<file path="src/assert_macros.svh">
// Assertion macros shared by the RTL of the seven-segment text raster.
// Included by the files that check their own logic; no other dependencies.
`ifndef ASSERT_MACROS_SVH
`define ASSERT_MACROS_SVH

`ifndef SYNTH
// Clocked check that is switched off while reset is asserted.
`define SSR_ASSERT(label, clk, rst_n, prop, msg) \
    label: assert property (@(posedge clk) disable iff (!(rst_n)) (prop)) else $error(msg);
// Clocked check that also holds during reset.
`define SSR_ASSERT_ALWAYS(label, clk, prop, msg) \
    label: assert property (@(posedge clk) (prop)) else $error(msg);
`else
`define SSR_ASSERT(label, clk, rst_n, prop, msg)
`define SSR_ASSERT_ALWAYS(label, clk, prop, msg)
`endif

`endif

</file>
<file path="src/ssr_pkg.sv">
// Package for the seven-segment text raster: character codes, segment
// decode table and the glyph position struct. No dependencies.
package ssr_pkg;

    localparam int CHAR_W  = 7;
    localparam int DIGIT_W = 4;
    localparam int SCALE_W = 4;

    localparam logic [CHAR_W-1:0] CHAR_NEWLINE = 7'd10;
    localparam logic [CHAR_W-1:0] CHAR_SPACE   = 7'd32;
    localparam logic [CHAR_W-1:0] CHAR_DASH    = 7'd45;
    localparam logic [CHAR_W-1:0] CHAR_BAR     = 7'd124;

    // Segment bits: a top, b upper right, c lower right, d bottom,
    // e lower left, f upper left, g middle.
    localparam int SEG_A = 0;
    localparam int SEG_B = 1;
    localparam int SEG_C = 2;
    localparam int SEG_D = 3;
    localparam int SEG_E = 4;
    localparam int SEG_F = 5;
    localparam int SEG_G = 6;

    // Where the current character sits inside a digit cell.
    typedef struct packed {
        logic row_top;
        logic row_mid;
        logic row_bot;
        logic upper_half;
        logic col_left;
        logic col_right;
        logic col_inner;
    } glyph_pos_t;

    // Segment mask for one digit; codes above nine draw a blank cell.
    function automatic logic [6:0] seg_decode(input logic [DIGIT_W-1:0] d);
        logic [6:0] m;
        case (d)
            4'd0:    m = 7'b0111111;
            4'd1:    m = 7'b0000110;
            4'd2:    m = 7'b1011011;
            4'd3:    m = 7'b1001111;
            4'd4:    m = 7'b1100110;
            4'd5:    m = 7'b1101101;
            4'd6:    m = 7'b1111101;
            4'd7:    m = 7'b0000111;
            4'd8:    m = 7'b1111111;
            4'd9:    m = 7'b1101111;
            default: m = 7'b0000000;
        endcase
        return m;
    endfunction

endpackage

</file>
<file path="src/ssr_digit_store.sv">
// Digit memory of the seven-segment text raster: one write port and one
// registered read port with write-first bypass. Uses nothing from ssr_pkg.
module ssr_digit_store #(
    parameter int DEPTH  = 16,
    parameter int ADDR_W = 4,
    parameter int DATA_W = 4
) (
    input  logic              aclk,
    input  logic              wr_en,
    input  logic [ADDR_W-1:0] wr_addr,
    input  logic [DATA_W-1:0] wr_data,
    input  logic [ADDR_W-1:0] rd_addr,
    output logic [DATA_W-1:0] rd_data
);

    logic [DATA_W-1:0] mem [DEPTH];
    logic [DATA_W-1:0] rd_data_reg;

    always_ff @(posedge aclk) begin
        if (wr_en) begin
            mem[wr_addr] <= wr_data;
        end
    end

    // A digit written in the same cycle as its read is forwarded.
    always_ff @(posedge aclk) begin
        if (wr_en && (wr_addr == rd_addr)) begin
            rd_data_reg <= wr_data;
        end else begin
            rd_data_reg <= mem[rd_addr];
        end
    end

    assign rd_data = rd_data_reg;

endmodule

</file>
<file path="src/ssr_cell_char.sv">
// Glyph decode of the seven-segment text raster: picks the character for
// one position of a digit cell. Depends on ssr_pkg.
module ssr_cell_char (
    input  logic [ssr_pkg::DIGIT_W-1:0] digit,
    input  ssr_pkg::glyph_pos_t          pos,
    output logic [ssr_pkg::CHAR_W-1:0]  char_code
);

    logic [6:0] seg;
    logic       hbit;
    logic       lbit;
    logic       rbit;

    assign seg  = ssr_pkg::seg_decode(digit);
    assign hbit = pos.row_top ? seg[ssr_pkg::SEG_A] :
                  pos.row_mid ? seg[ssr_pkg::SEG_G] : seg[ssr_pkg::SEG_D];
    assign lbit = pos.upper_half ? seg[ssr_pkg::SEG_F] : seg[ssr_pkg::SEG_E];
    assign rbit = pos.upper_half ? seg[ssr_pkg::SEG_B] : seg[ssr_pkg::SEG_C];

    always_comb begin
        char_code = ssr_pkg::CHAR_SPACE;
        if (pos.row_top || pos.row_mid || pos.row_bot) begin
            if (pos.col_inner && hbit) begin
                char_code = ssr_pkg::CHAR_DASH;
            end
        end else if (pos.col_left) begin
            if (lbit) begin
                char_code = ssr_pkg::CHAR_BAR;
            end
        end else if (pos.col_right) begin
            if (rbit) begin
                char_code = ssr_pkg::CHAR_BAR;
            end
        end
    end

endmodule

</file>
<file path="src/scaled_seven_segment_text_raster_unit.sv">
// Top level of the seven-segment text raster: handshakes, raster counters,
// configuration register. Depends on ssr_pkg, ssr_digit_store, ssr_cell_char.
//
//  Channel  | Ports                         | Beat carries
//  ---------+-------------------------------+-----------------------------------
//  input    | s_tvalid s_tready s_tdata ... | digit (tdata), last digit (tlast),
//           |                               | load or tick (tuser)
//  result   | m_tvalid m_tready m_tdata ... | character (tdata), end of line
//           |                               | (tuser), end of frame (tlast)
//  config   | psel penable pwrite paddr ... | segment length at address 0
//
// One input beat is accepted per clock cycle while s_tready is high. A beat is
// captured in the input register and resolved against the raster counters once
// the result register can take it; its character is then held there for m_tdata.
// Reset is synchronous on aresetn low and clears the counters, the digit count
// and the scale (back to 2); the stored digits are not cleared.
// A stall on m_tready holds the result register and, through it, the input
// register; s_tready falls only when both are full and the result is not taken.
module scaled_seven_segment_text_raster_unit #(
    parameter int MAX_DIGITS = 16,
    parameter int MAX_SCALE  = 10
) (
    input  logic        aclk,
    input  logic        aresetn,

    input  logic        s_tvalid,
    output logic        s_tready,
    input  logic [7:0]  s_tdata,   // [3:0] digit, [7:4] zero
    input  logic        s_tlast,
    input  logic        s_tuser,   // [0] kind: 0 load, 1 tick

    output logic        m_tvalid,
    input  logic        m_tready,
    output logic [7:0]  m_tdata,   // [6:0] char_code, [7] zero
    output logic        m_tlast,
    output logic        m_tuser,   // [0] end_of_line

    input  logic        psel,
    input  logic        penable,
    input  logic        pwrite,
    input  logic [2:0]  paddr,
    input  logic [31:0] pwdata,
    output logic [31:0] prdata,
    output logic        pready
);

`include "assert_macros.svh"

    // Widths that follow from the parameters.
    localparam int ADDR_W = (MAX_DIGITS > 1) ? $clog2(MAX_DIGITS) : 1;
    localparam int CNT_W  = $clog2(MAX_DIGITS + 1);
    localparam int SW     = $clog2(MAX_SCALE + 1);
    localparam int ROW_W  = $clog2(2 * MAX_SCALE + 3);
    localparam int COL_W  = $clog2(MAX_SCALE + 3);

    localparam int DW = ssr_pkg::DIGIT_W;
    localparam int CW = ssr_pkg::CHAR_W;

    // Input register.
    logic          in_valid_reg, in_valid_next;
    logic          in_kind_reg;
    logic [DW-1:0] in_digit_reg;
    logic          in_last_reg;

    // Result register.
    logic          out_valid_reg, out_valid_next;
    logic [CW-1:0] out_char_reg, out_char_next;
    logic          out_eol_reg, out_eol_next;
    logic          out_eof_reg, out_eof_next;

    // Block state.
    logic [ssr_pkg::SCALE_W-1:0] scale_reg, scale_next;
    logic [CNT_W-1:0]            count_reg, count_next;
    logic                        open_reg, open_next;
    logic [ROW_W-1:0]            row_reg, row_next;
    logic [ADDR_W-1:0]           cell_reg, cell_next;
    logic [COL_W-1:0]            col_reg, col_next;

    logic                        cfg_wr;
    logic                        advance;
    logic                        do_tick;
    logic                        do_load;

    logic [SW-1:0]               s_eff;
    logic [ROW_W-1:0]            s_row;
    logic [ROW_W-1:0]            mid_row;
    logic [ROW_W-1:0]            last_row;
    logic [COL_W-1:0]            s_col;
    logic [COL_W-1:0]            right_col;
    logic [COL_W-1:0]            gap_col;
    logic                        newline;
    logic                        at_gap;

    logic [CNT_W-1:0]            load_base;
    logic                        wr_en;
    logic [DW-1:0]               rd_digit;

    ssr_pkg::glyph_pos_t         gpos;
    logic [CW-1:0]               glyph_char;

    // Configuration port: one register, the segment length, at address 0.
    assign pready = 1'b1;
    assign cfg_wr = psel && penable && pwrite && (paddr[2] == 1'b0);
    assign prdata = (paddr[2] == 1'b0) ? {{(32 - ssr_pkg::SCALE_W){1'b0}}, scale_reg}
                                       : 32'd0;
    assign scale_next = cfg_wr ? pwdata[ssr_pkg::SCALE_W-1:0] : scale_reg;

    // Handshakes: the input register moves on whenever the result register
    // is empty or is being emptied in this cycle.
    assign advance  = in_valid_reg && (!out_valid_reg || m_tready);
    assign s_tready = !in_valid_reg || advance;
    assign do_tick  = advance && in_kind_reg;
    assign do_load  = advance && !in_kind_reg;

    assign in_valid_next = s_tready ? s_tvalid : in_valid_reg;

    // Effective segment length: zero acts as one, too large acts as the max.
    always_comb begin
        if (scale_reg == '0) begin
            s_eff = SW'(1);
        end else if (scale_reg > ssr_pkg::SCALE_W'(MAX_SCALE)) begin
            s_eff = SW'(MAX_SCALE);
        end else begin
            s_eff = SW'(scale_reg);
        end
    end

    assign s_row     = ROW_W'(s_eff);
    assign mid_row   = s_row + ROW_W'(1);
    assign last_row  = (s_row << 1) + ROW_W'(2);
    assign s_col     = COL_W'(s_eff);
    assign right_col = s_col + COL_W'(1);
    assign gap_col   = s_col + COL_W'(2);

    // A row ends at the gap column of the last cell, where a newline takes the
    // place of the space, or at once when no digits are held.
    assign newline = (count_reg == '0) ||
                     ((CNT_W'(cell_reg) + CNT_W'(1) == count_reg) && (col_reg == gap_col));
    assign at_gap  = (col_reg == gap_col);

    // A load that opens a new number starts over at entry zero; loads past
    // the capacity are dropped but still close or keep the number open.
    assign load_base = open_reg ? count_reg : '0;
    assign wr_en     = do_load && (load_base < CNT_W'(MAX_DIGITS));

    // Raster position classes for the glyph decode.
    assign gpos.row_top    = (row_reg == '0);
    assign gpos.row_mid    = (row_reg == mid_row);
    assign gpos.row_bot    = (row_reg == last_row);
    assign gpos.upper_half = (row_reg < mid_row);
    assign gpos.col_left   = (col_reg == '0);
    assign gpos.col_right  = (col_reg == right_col);
    assign gpos.col_inner  = (col_reg != '0) && (col_reg <= s_col);

    ssr_cell_char u_cell_char (
        .digit     (rd_digit),
        .pos       (gpos),
        .char_code (glyph_char)
    );

    // The digit memory is read at the next cell position, so its registered
    // output always holds the digit of the current cell.
    ssr_digit_store #(
        .DEPTH  (MAX_DIGITS),
        .ADDR_W (ADDR_W),
        .DATA_W (DW)
    ) u_digit_store (
        .aclk    (aclk),
        .wr_en   (wr_en),
        .wr_addr (load_base[ADDR_W-1:0]),
        .wr_data (in_digit_reg),
        .rd_addr (cell_next),
        .rd_data (rd_digit)
    );

    // Next state of the counters and the result register.
    always_comb begin
        count_next     = count_reg;
        open_next      = open_reg;
        row_next       = row_reg;
        cell_next      = cell_reg;
        col_next       = col_reg;
        out_char_next  = out_char_reg;
        out_eol_next   = out_eol_reg;
        out_eof_next   = out_eof_reg;
        out_valid_next = out_valid_reg && !m_tready;

        if (cfg_wr) begin
            row_next  = '0;
            cell_next = '0;
            col_next  = '0;
        end else if (do_load) begin
            count_next = wr_en ? (load_base + CNT_W'(1)) : load_base;
            open_next  = !in_last_reg;
            row_next   = '0;
            cell_next  = '0;
            col_next   = '0;
        end else if (do_tick) begin
            out_valid_next = 1'b1;
            if (newline) begin
                out_char_next = ssr_pkg::CHAR_NEWLINE;
                out_eol_next  = 1'b1;
                out_eof_next  = (row_reg == last_row);
                cell_next     = '0;
                col_next      = '0;
                row_next      = (row_reg == last_row) ? '0 : (row_reg + ROW_W'(1));
            end else if (at_gap) begin
                out_char_next = ssr_pkg::CHAR_SPACE;
                out_eol_next  = 1'b0;
                out_eof_next  = 1'b0;
                cell_next     = cell_reg + ADDR_W'(1);
                col_next      = '0;
            end else begin
                out_char_next = glyph_char;
                out_eol_next  = 1'b0;
                out_eof_next  = 1'b0;
                col_next      = col_reg + COL_W'(1);
            end
        end
    end

    // Control registers.
    always_ff @(posedge aclk) begin
        if (!aresetn) begin
            in_valid_reg  <= 1'b0;
            out_valid_reg <= 1'b0;
            scale_reg     <= ssr_pkg::SCALE_W'(2);
            count_reg     <= '0;
            open_reg      <= 1'b0;
            row_reg       <= '0;
            cell_reg      <= '0;
            col_reg       <= '0;
        end else begin
            in_valid_reg  <= in_valid_next;
            out_valid_reg <= out_valid_next;
            scale_reg     <= scale_next;
            count_reg     <= count_next;
            open_reg      <= open_next;
            row_reg       <= row_next;
            cell_reg      <= cell_next;
            col_reg       <= col_next;
        end
    end

    // Payload registers.
    always_ff @(posedge aclk) begin
        if (s_tready) begin
            in_kind_reg  <= s_tuser;
            in_digit_reg <= s_tdata[DW-1:0];
            in_last_reg  <= s_tlast;
        end
        out_char_reg <= out_char_next;
        out_eol_reg  <= out_eol_next;
        out_eof_reg  <= out_eof_next;
    end

    assign m_tvalid = out_valid_reg;
    assign m_tdata  = {1'b0, out_char_reg};
    assign m_tuser  = out_eol_reg;
    assign m_tlast  = out_eof_reg;

    // The column never passes the gap after a cell.
    `SSR_ASSERT(a_col_in_range, aclk, aresetn, col_reg <= gap_col, "column beyond cell gap")
    // The digit count never exceeds the capacity.
    `SSR_ASSERT(a_count_in_range, aclk, aresetn, count_reg <= CNT_W'(MAX_DIGITS), "digit count beyond capacity")
    // A frame end is always also a line end carrying a newline.
    `SSR_ASSERT(a_eof_is_eol, aclk, aresetn, out_valid_reg && out_eof_reg |-> out_eol_reg && (out_char_reg == ssr_pkg::CHAR_NEWLINE), "frame end without newline")
    // A processed load leaves the raster at its origin.
    `SSR_ASSERT(a_load_restarts, aclk, aresetn, do_load |=> (row_reg == '0) && (cell_reg == '0) && (col_reg == '0), "load did not restart raster")

endmodule
</file>
<file path="config.mk">
export PLATFORM = sky130hd
export DESIGN_NAME = scaled_seven_segment_text_raster_unit
export DESIGN_NICKNAME = d
export VERILOG_FILES = /design/src/ssr_pkg.sv /design/src/ssr_digit_store.sv /design/src/ssr_cell_char.sv /design/src/scaled_seven_segment_text_raster_unit.sv
export VERILOG_INCLUDE_DIRS = /design/src /design/src/src
export SDC_FILE = /design/constraint.sdc
export NUM_CORES = 1
export LEC_CHECK = 0
export ABC_AREA = 0
export BUFFER_PORTS_ARGS = -buffer_cell sky130_fd_sc_hd__buf_2
export CAP_MARGIN = 10
export CORE_ASPECT_RATIO = 1.5
export CORE_MARGIN = 2
export CORE_UTILIZATION = 57
export DETAILED_ROUTE_END_ITERATION = 6
export GPL_ROUTABILITY_DRIVEN = 0
export GPL_TIMING_DRIVEN = 1
export PLACE_DENSITY_LB_ADDON = 0.15
export SLEW_MARGIN = 20
export SYNTH_ARGS = -nofsm -noshare
export SYNTH_HDL_FRONTEND = slang
export SYNTH_HIERARCHICAL = 1
export SYNTH_SLANG_ARGS = --single-unit
export TNS_END_PERCENT = 20
</file>
<file path="constraint.sdc">
create_clock -name aclk -period 4 [get_ports aclk]
set_input_delay 0.8 -clock aclk [delete_from_list [all_inputs] [get_ports aclk]]
set_output_delay 0.8 -clock aclk [all_outputs]
set_load 0.01 [all_outputs]
</file>
-- Yosys cells after proc, flatten, opt, wreduce, memory -nomap -nowiden
Memory sizes are Yosys's and may differ from the RTL's. A register that Yosys moved wholly into a read port is not among the register bits.
Index checks and enable logic that the tools add are counted.
- add/sub/neg operators: 9
- magnitude comparators: 4
- equal/unequal tests: 5
- multiplexer cells: 30
- bitwise logic cells: 4
- reduce and logical (&&, ||, !) cells: 31
- operator list (cell ; count):
    $mux 4 ; 11
    $mux 7 ; 5
    $eq 5x5->1 ; 3
    $mux 5 ; 3
    $add 4x1->4 const B ; 3
    $logic_and 1x1->1 ; 11
    $add 4x1->5 const B ; 2
    $add 5x1->5 const B ; 2
    $logic_not 5->1 ; 2
    $mux 1 ; 10
    $eq 4x4->1 ; 2
    $logic_not 4->1 ; 2
    $mux 6 ; 1
    $add 5x2->5 const B ; 1
    $logic_not 1->1 ; 5
    $logic_or 1x1->1 ; 5
    $lt 5x5->1 ; 1
    $lt 5x5->1 const B ; 1
    $add 4x2->4 const B ; 1
    $gt 4x4->1 const B ; 1
    $le 4x4->1 ; 1
    $not 1->1 ; 4
    $reduce_and 2->1 ; 2
    $reduce_bool 4->1 ; 1
    other kinds (3) ; 3
- register bits: 40
- bits in writable memories: 64
- memory bits (read-only): 112
- output and inout port bits: 45
- logic and storage cells: 100
- memories kept: 2
- memory list (memory ; depth ; bits a word ; read ports ; clocked after memory_dff ; write ports ; line ; text):
    (name not given) ; 16 ; 7 ; 1 ; 0 ; 0 ; ssr_pkg.sv:38 ; case (d)
    u_digit_store.mem ; 16 ; 4 ; 1 ; 1 ; 1 ; ssr_digit_store.sv:16 ; logic [DATA_W-1:0] mem [DEPTH];

-- Depth between registers and ports, before layout
- depth after elaboration: 11
- depth in mapped cells: 18

-- Cells and area by module
The synthesis kept the hierarchy.
- modules (own cells, without submodules) (module ; times used ; cells each ; area an instance (um^2) ; seq. area each (um^2)):
    scaled_seven_segment_text_raster_unit ; 1 ; 311 ; 2743.9 ; 950.9
    ssr_digit_store ; 1 ; 130 ; 2666.3 ; 2001.9
    ssr_cell_char ; 1 ; 42 ; 332.8 ; 0.0

-- Worst setup path before layout
Ideal clock, no wire load.
- kind: register to register
- from: reg scale_reg[3] (netlist name)
- to: reg out_char_reg[3], data pin
- arrival: 2.794 ns
- required time: 3.743 ns
- setup slack: 0.949 ns
- stages on the path, launching flop included: 18
- buffers on the path: 2
- period minus slack after synthesis: 3.051 ns
- cell sequence: dfxtp_1 buf_2 o21ai_0 a21o_1 ha_1 inv_1 ha_1 nor2b_1 o21a_1 o21ai_0 nand2b_1 a21oi_1 o21ai_1 o2111ai_1 o211ai_2 buf_4 nand2_1 nand2_1
- RTL lines (item ; line ; text):
    start, declared ; scaled_seven_segment_text_raster_unit.sv:72 ; logic [ssr_pkg::SCALE_W-1:0] scale_reg, scale_next;
    start signal, assigned ; scaled_seven_segment_text_raster_unit.sv:227 ; scale_reg <= ssr_pkg::SCALE_W'(2);
    start signal, assigned ; scaled_seven_segment_text_raster_unit.sv:236 ; scale_reg <= scale_next;
    end signal, assigned ; scaled_seven_segment_text_raster_unit.sv:252 ; out_char_reg <= out_char_next;
    end, declared ; scaled_seven_segment_text_raster_unit.sv:67 ; logic [CW-1:0] out_char_reg, out_char_next;

==> results.yml <==
synth:
  netlist_instances: 483
  yosysMostFrequentCell: "edfxtp_1"
  synth_cell_types: 67
  yosysTopAreaCell: "edfxtp_1"
  synth_top_area_share_pct: 41.3
  syn_area_um2: 5740
  yosysSeqAreaShare_pct: 51.4
  ys_seq_elements: 108
  synth_flop_cell: "edfxtp_1"
  ys_top_cells_by_area: "edfxtp_1 (41%), dfxtp_1 (10%), mux4_1 (6.4%), ha_1 (5.0%), buf_4 (4.4%)"
  synth_commonest_cells: "edfxtp_1 (79), nor2_1 (39), buf_4 (34), nand2_1 (34), dfxtp_1 (29)"
  yosysWarnings: 6
  synth_edf_count: 79
  syn_avg_cell_area_um2: 11.9
  ys_async_sr_fraction_pct: 0
drt:
  routed_wl_mm: 11.1
  num_vias: 3617
  firstDrtPassIters: 5
  avgRoutedWirePerCell_um: 17.7
  antenna_left: 0
  vias_per_cell: 5.75
  drc: 0
  drtIter0Drc: 242
floorplan:
  die_h_um: 127
  start_util_pct: 58.9
  pin_count: 97
  die_w_um: 86.0
  core-area_um2: 9740
  std_cell_rows: 44
  die_area_um2: 10900
status:
  status: "finished, final reports clean"
layout:
  fin_cells: 629
  insertedDiodeCount: 0
  area_growth_pct: 6.32
  largest_reg_flops: 64
  nFillCells: 769
  layout.nets: 584
  layout-drive-gt1-share_pct: 13.0
clock_tree:
  clock-sinks: 108
  hold_buffers: 0
  path_clk_slew_ns: 0.07
  htreeDepth: 3
  cts_buffers: 9
  cts_resized: 0
  cts_tree: "built"
  cts_setup_buffers: 0
  cts_root_buf: "clkbuf_16"
  clock_latency_ns: 0.34
  cts_buffer_depth: 2
placed_design:
  dp_hpwl_mm: 8.43
  pre_cts_slack_ns: 0.604
  portBuffers: 32
  dp_cells: 613
job:
  drv_cap: 0
sta:
  finalCritPeriodShare_pct: 85.8
  final_hold_viol_count: 0
  fmaxAchievable_ghz: 0.291
  period_needed_ns: 3.43
  tightest_slew_ns: 0.794
  finClkSkew_ns: 0.00643
  slew_viol_final: 0
  setup_viol: 0
  worst_slack_ns: 0.566
  hold_slack_ns: 0.485
  fin_setup_tns_ns: 0
  slew_headroom_pct: 46.6
  rsz0062_at_grt: "no"
worst_hold_path:
  holdPathStages: 2
  hold_end: "row_reg[0]"
  hp-class: "reg2reg"
  hp-start: "row_reg[0]"
setup_path:
  cp.arrival_ns: 3.53
  r2r-end: "out_char_reg[2]"
  ff2ff_setup_slack_ns: 0.57
  worstSetupEndpointType: "flip-flop"
  crit_type: "reg2reg"
  reg2regPathDepth: 14
  r2r-start: "scale_reg[3]"
  crit_fanout: 7
  crit_path_start_kind: "flip-flop"
  crit_required_ns: 4.10
grt:
  grt_overflow_total: 0
  grt_max_degree: 20
  grt_pass1_wl_mm: 18.1
  grt_antenna_before_repair: 0
  grtUsageTotal_pct: 21.8
  grt_pass1_vias: 3659
power:
  power.density_nw_per_um2: 354
  cellLeakagePower_nw: 2.26
  peakVddDrop_mv: 0.477
  power_w: 0.00216
## report_power, final
group / switching (W) / internal, W / leakage, nW
combinational: 0.0000684 / 0.0000383 / 1.17
clock: 0.000400 / 0.000432 / 0.143
sequential: 0.0000169 / 0.00121 / 0.950
total: 0.000485 / 0.00168 / 2.26
## layout by cell type, fill, tap and decap left out, drive strengths merged, types with 16 or more instances in the layout
cell and count:
conb 33, nand2 34, mux4 16, nor2b 18, inv 22, nand3 24
buf 34, edfxtp 79, ha 23, dfxtp 29, nor2 40
## worst max-delay path by stage
stage                             from               to  slack, ns
after CTS                 scale_reg[3]  out_char_reg[2]       0.59
after floorplan           scale_reg[3]  out_char_reg[3]       0.95
after global placement    scale_reg[3]  out_char_reg[2]       0.66
final                     scale_reg[3]  out_char_reg[2]       0.57
after global routing      scale_reg[3]  out_char_reg[3]       0.24
after detailed placement  scale_reg[3]  out_char_reg[2]       0.60
## kinds of logic after synthesis
kind of cell    count (synthesis)  share of synthesized area (%)
simple gates                  177                           16.7
buf+inv                        69                           7.58
compound gates                 67                           8.39
mux                            19                           7.71
flops                         108                           51.4
xor+xnor                       16                           2.92
fa+ha+maj                      23                           5.01
other cells                     4                          0.261
## per-stage QoR
step,area [µm²],utilization [%]
after floorplan,5850,-
after global placement,5820,59.7
after detailed placement,5820,59.7
after CTS,6110,62.7
after global routing,6110,62.7
final,6110,62.7
## metal layers
metal	track usage, %	wire [µm]	vias up	part of all wire, %
met1	22.7	4070	1762	37
met2	42.0	6470	73	58
met4	9.43	289	0	2.6
met5	0	0	-	0
met3	3.25	286	19	2.6
li1	-	-	1763	-
## area by class of cell
type / instances / area, µm² / area share, %
Clock inverter: 7 / 58.8 / 0.963
Tap cell: 115 / 144 / 2.36
Multi-Input combinational cell: 335 / 2460 / 40.3
Inverter: 21 / 86.3 / 1.41
Sequential cell: 108 / 2950 / 48.4
Clock buffer: 9 / 225 / 3.69
Timing Repair Buffer: 34 / 175 / 2.87
## critical path, stage by stage (launching register included)
cell,delay [ns]
dfxtp_1,0.45
o21ai_0,0.20
a21o_1,0.26
ha_1,0.36
inv_1,0.06
ha_1,0.29
nor2b_1,0.14
o21a_1,0.16
o21ai_0,0.14
nand2b_1,0.07
a21oi_1,0.34
o21ai_1,0.13
o2111ai_1,0.30
o211ai_2,0.14
and3_1,0.16
No activity file was read; power rests on OpenSTA's default activity.
